$ cat src/rtl/npt_pkg.sv
`default_nettype none
package npt_pkg;
    localparam int TableDepth = 64;
    localparam int IdxW = $clog2(TableDepth);
    localparam int CntW = $clog2(TableDepth + 1);
    localparam int EntryW = 49;

    localparam logic [1:0] CmdAdd = 2'd0;
    localparam logic [1:0] CmdMark = 2'd1;
    localparam logic [1:0] CmdFind = 2'd2;
    localparam logic [1:0] CmdPurge = 2'd3;

    localparam logic [1:0] StDone = 2'd0;
    localparam logic [1:0] StFull = 2'd1;
    localparam logic [1:0] StNone = 2'd2;

    localparam logic [15:0] EatWindowReset = 16'd16;

    typedef struct packed {
        logic        start;
        logic [16:0] dx;
        logic [16:0] dy;
        logic [32:0] d2;
    } t_math_req;

    typedef struct packed {
        logic        done;
        logic [16:0] distance;
        logic [15:0] bearing;
    } t_math_rsp;

    function automatic logic [15:0] atan_lut(input logic [3:0] i);
        logic [15:0] v;
        case (i)
            4'd0: v = 16'd8192;
            4'd1: v = 16'd4836;
            4'd2: v = 16'd2555;
            4'd3: v = 16'd1297;
            4'd4: v = 16'd651;
            4'd5: v = 16'd326;
            4'd6: v = 16'd163;
            4'd7: v = 16'd81;
            4'd8: v = 16'd41;
            4'd9: v = 16'd20;
            4'd10: v = 16'd10;
            4'd11: v = 16'd5;
            4'd12: v = 16'd3;
            4'd13: v = 16'd1;
            4'd14: v = 16'd1;
            default: v = 16'd0;
        endcase
        return v;
    endfunction
endpackage
`default_nettype wire

$ cat src/rtl/npt_math.sv
`default_nettype none
// Post-scan unit: restoring integer square root (one result bit per
// cycle) running alongside a 15-step CORDIC vectoring for the bearing.
module npt_math (
    input  wire logic               i_clk,
    input  wire logic               i_rst_n,
    input  wire npt_pkg::t_math_req i_req,
    output npt_pkg::t_math_rsp      o_rsp
);
    import npt_pkg::*;

    logic        r_busy;
    logic [4:0]  r_step;
    logic [33:0] r_rem;
    logic [33:0] r_src;
    logic [16:0] r_root;
    logic signed [26:0] r_x, r_y;
    logic signed [17:0] r_z;
    logic        r_zero;
    logic        r_done;

    logic [33:0] trial;
    logic [33:0] rem_sh;
    logic signed [26:0] xs, ys;
    logic [3:0]  ci;
    logic signed [26:0] x0, y0;
    logic signed [17:0] z0;
    logic signed [17:0] tab;

    always_comb begin
        x0 = $signed({{2{i_req.dx[16]}}, i_req.dx, 8'd0});
        y0 = $signed({{2{i_req.dy[16]}}, i_req.dy, 8'd0});
        z0 = 18'sd0;
        if (x0 < 0) begin
            if (y0 >= 0) begin
                x0 = $signed({{2{i_req.dy[16]}}, i_req.dy, 8'd0});
                y0 = -$signed({{2{i_req.dx[16]}}, i_req.dx, 8'd0});
                z0 = 18'sd16384;
            end else begin
                x0 = -$signed({{2{i_req.dy[16]}}, i_req.dy, 8'd0});
                y0 = $signed({{2{i_req.dx[16]}}, i_req.dx, 8'd0});
                z0 = -18'sd16384;
            end
        end
        ci = r_step[3:0];
        xs = r_x >>> ci;
        ys = r_y >>> ci;
        tab = $signed({2'b00, atan_lut(ci)});
        rem_sh = {r_rem[31:0], r_src[33:32]};
        trial = {15'd0, r_root, 2'b01};
    end

    always_ff @(posedge i_clk) begin
        if (!i_rst_n) begin
            r_busy <= 1'b0;
            r_done <= 1'b0;
        end else begin
            r_done <= 1'b0;
            if (i_req.start) begin
                r_busy <= 1'b1;
                r_step <= 5'd0;
                r_rem <= 34'd0;
                r_src <= {1'b0, i_req.d2};
                r_root <= 17'd0;
                r_x <= x0;
                r_y <= y0;
                r_z <= z0;
                r_zero <= (i_req.dx == 17'd0) && (i_req.dy == 17'd0);
            end else if (r_busy) begin
                // 17 root bits from a 33-bit (padded 34) radicand
                r_src <= {r_src[31:0], 2'b00};
                if (rem_sh >= trial) begin
                    r_rem <= rem_sh - trial;
                    r_root <= {r_root[15:0], 1'b1};
                end else begin
                    r_rem <= rem_sh;
                    r_root <= {r_root[15:0], 1'b0};
                end
                if (r_step < 5'd15) begin
                    if (r_y >= 0) begin
                        r_x <= r_x + ys;
                        r_y <= r_y - xs;
                        r_z <= r_z + tab;
                    end else begin
                        r_x <= r_x - ys;
                        r_y <= r_y + xs;
                        r_z <= r_z - tab;
                    end
                end
                r_step <= r_step + 5'd1;
                if (r_step == 5'd16) begin
                    r_busy <= 1'b0;
                    r_done <= 1'b1;
                end
            end
        end
    end

    assign o_rsp.done = r_done;
    assign o_rsp.distance = r_root;
    assign o_rsp.bearing = r_zero ? 16'd0 : r_z[15:0];
endmodule
`default_nettype wire
$ cat config.mk
export PLATFORM = sky130hd
export DESIGN_NAME = npt_math
export DESIGN_NICKNAME = d
export VERILOG_FILES = /design/src/rtl/npt_pkg.sv /design/src/rtl/npt_math.sv
export SDC_FILE = /design/constraint.sdc
export NUM_CORES = 1
export LEC_CHECK = 0
export BUFFER_PORTS_ARGS = -buffer_cell sky130_fd_sc_hd__buf_4
export CAP_MARGIN = 20
export CORE_MARGIN = 2
export CORE_UTILIZATION = 45
export CTS_CLUSTER_DIAMETER = 40
export DETAILED_ROUTE_END_ITERATION = 12
export GPL_ROUTABILITY_DRIVEN = 1
export SLEW_MARGIN = 10
export SYNTH_ARGS = -nofsm -noshare
export SYNTH_HDL_FRONTEND = slang
export SYNTH_SLANG_ARGS = --single-unit
$ cat constraint.sdc
create_clock -name i_clk -period 6.36 [get_ports i_clk]
set_input_delay 0.318 -clock i_clk [delete_from_list [all_inputs] [get_ports i_clk]]
set_output_delay 0.318 -clock i_clk [all_outputs]
set_load 0.01 [all_outputs]
==> results.txt <==
- TritonCTS built the clock tree.
- For the pin with the worst max-slew slack, the measured transition is 888 ps.
- Clock skew after layout: between 15 and 20 ps
- Post-CTS setup-driven buffer insertion count: 0
- The total overflow left after global routing is 0.
* Wire length of the first global-routing pass: 77300 microns
- At the worst endpoint, the required time is 6550 ps.
- Count of input and output buffers: 103
- In the routed layout, each cell is associated on average with a via count of about 6.0.
- The clock net in this run drives a total of 175 sinks.
* Top library cells by usage in the layout, fill and taps aside: nand2_1, nor2_1, edfxtp_1
- Reg-to-reg endpoint: r_y[25]$_DFFE_PP_
- The finished cells cover 19200 sq um.
- The initial antenna violation count is 0.
* CTS Hold Buffers Added: 0
- Reg2Reg Depth: 19
- Endpoint type of the worst setup path: register
* Slew headroom: 0.400
- Static Leakage: about 0.0075 uW
- Buffer cell driving the clock tree root: clkbuf_16
- Cell type group with the largest total delay on the critical path: compound AO/OA/AOI/OAI gates
- During synthesis, Yosys emitted a total of 0 warnings.
* Pin count of the biggest net entering global routing: 94
- Min-Delay Path Class: in2reg
- Post-route setup TNS: 0 ps
- Post-detailed-placement cell area: 18500 sq um
- The first routing iteration left 1402 violations.
- Async set or reset register ratio after synthesis: 0
- The clock passes through at most 2 buffers.
- Hold_sp: i_req[0]
* Worst path max stage delay: between 500 and 600 ps
- Final period demand of the worst path: 5910 ps
* Startpoint types: register
- Clock transition at the registers of the reported paths: 80 ps
- Count of cell types in the netlist: 90
- The flow ran to the end, and the final reports show no timing, DRC or antenna violations.
- Commonest non-fill, non-tap cell in the layout: nand2_1
- Yosys mapped a number of flops with a built-in enable equal to around 160.
* Capturing instance or port of the critical path: r_y[25]$_DFFE_PP_
- The congestion estimate from routability-driven global placement came to 0.890.
- The via count of the first global-routing pass came to 14200.
- Unrepaired setup endpoints after global routing: false
- Setup violations remaining at the end of the flow were counted as 0.
* Die X: ~200 microns
- The worst register-to-register path begins at r_step[0]$_SDFFCE_PP0P_.
- The number of max-slew violations in the final report is 0.
- Ordered list of cells on the worst path: buf_12, mux4_2, mux2_2, mux2i_1, ha_1, inv_1, a2111oi_2, nand4_1, or3_1, nand2_1, xor2_1, ha_1, a21o_1, a21o_1, a2111oi_0, nand3_1, a41oi_1, xor2_1, o21ai_0
- Period utilisation layout: 0.929
* Combined buffer and inverter count along the critical path: 2
* Number of synthesized register bits: 175
- Drt pass-1 iters: 6
* Worst-skew pair later-pin latency: 470 ps
- Hold is met by 137 ps.
- CTS H-Tree Depth: 4
- Post-synth top area cell: edfxtp_1
- Number of gates resized after CTS: 0
* Total via count after detailed routing: roughly 15000
* Net count reported at finish: around 2100
* Syn_nets: 2068
- In the routed design, unresolved DRC markers number 0.
- Average instance area after synthesis: 9.09 sq um
- The share of the Yosys chip area taken by registers is 0.296.
- Core outline area: 37700 sq um
- The critical path starts at r_step[0]$_SDFFCE_PP0P_.
* Area share of the largest cell type after synthesis: 0.278
- Across all register-to-register paths, the minimum setup slack is 450 ps.
* Slowest cell on the critical path: mux4_2
* Data arrival time of the worst path: around 6100 ps
- Num ports: roughly 100
- Peak VDD IR: 0.204 mV
- Starting density of the core: 0.457
- The area growth from synthesis to layout is 11.8%.
- Cell types occupying the most area after synthesis: edfxtp_1, ha_1, mux4_2
- The tool flagged a number of max-cap violations equal to 0.
- Netlist area before placement: 17200 sq um
- The most used flip-flop cell after synthesis is edfxtp_1.
- From bottom edge to top edge, the die measures 200 microns.
* Layout cell share with drive strength beyond 1: 0.169
- 0 antenna diodes ended up in the layout.
* Pwr Density: 313 nW/um^2
- Across every metal layer, demand over resource in global routing totals 0.248.
- The HPWL after detailed placement is 36000 microns.
- The critical path runs through a total of 19 cells.
- CTS Buf Count: 17
- The count of nets left with antenna violations once routing finished came out at 0.
- Cell Rows: 71
- Fmax: 169 MHz
* Largest driver fanout on the critical path: 47
- In the final routed layout, each cell accounts on average for 19.5 microns.
- Final Hold Vio Count: 0
* Synthesized instance count: 1892
* Final routed wirelength across all metal layers: 48500 microns
- The floorplan step defined a die boundary enclosing 39800 sq um.
- Startpoint-to-endpoint class of the critical path: reg2reg
## through the flow
stage / power, uW / std cells / utilization / setup slack (ps)
after floorplan: 4130 / 1892 / - / 1010
after global placement: 4890 / 2444 / 0.492 / 416
after detailed placement: 4920 / 2444 / 0.492 / 345
after CTS: 6010 / 2476 / 0.507 / 276
after global routing: 6480 / 2487 / 0.511 / 31.4
final: 6030 / 2487 / 0.511 / 451
## worst min-delay path by stage
stage / end / slack (ps) / cells after the start
final: r_src[0]$_SDFFCE_PN0P_ / 140 / 2
after global routing: r_src[26]$_DFFE_PP_ / 120 / 2
after CTS: r_src[0]$_SDFFCE_PN0P_ / 110 / 2
after detailed placement: r_done$_SDFF_PP0_ / 510 / 2
after global placement: r_done$_SDFF_PP0_ / 510 / 2
after floorplan: r_done$_SDFF_PP0_ / 470 / 2
## sequential cells by signal, indices dropped and copies added, names as in the netlist
name    count
r_root     17
r_busy      1
r_src      34
tab        14
r_x        27
r_zero      1
r_rem      32
r_z        16
r_done      1
r_step      5
r_y        27
## layout make-up
class | count | area [sq um]
clock inverters | 14 | 155
clock buffers | 18 | 429
inverters | 64 | 241
repair buffers | 150 | 1230
flip-flops and latches | 175 | 5090
multi-input cells | 1555 | 11400
well taps | 511 | 639
fillers | 3566 | 18400
## cells by family after synthesis
logic type / synth area share
buf+inv: 0.0391
compound gates: 0.194
xor+xnor: 0.0804
mux: 0.143
fa+ha+maj: 0.0784
simple gates: 0.169
flops: 0.296
## power by group
| group | internal [uW] | leakage [uW] | switching (uW) | total (uW) |
|---|---|---|---|---|
| clock network | 554 | 0.000286 | 512 | 1070 |
| registers | 1500 | 0.00167 | 232 | 1730 |
| logic | 1430 | 0.00553 | 1800 | 3230 |
## routing by layer
| layer | share of wire | track usage | vias to the layer above |
|---|---|---|---|
| met4 | 0.033 | 0.108 | 0 |
| met2 | 0.46 | 0.385 | 478 |
| li1 | - | - | 7219 |
| met3 | 0.050 | 0.0385 | 73 |
| met1 | 0.46 | 0.341 | 7169 |
| met5 | 0 | 0 | - |
## cells in the mapped netlist, drive strengths merged (47+ instances only)
cell type	number
nand2	186
nor2	167
edfxtp	159
a21oi	128
o21ai	123
ha	103
xnor2	86
mux2	80
xor2	72
inv	61
clkbuf	52
mux4	49
a21o	47
No activity file was read; power rests on OpenSTA's default activity.
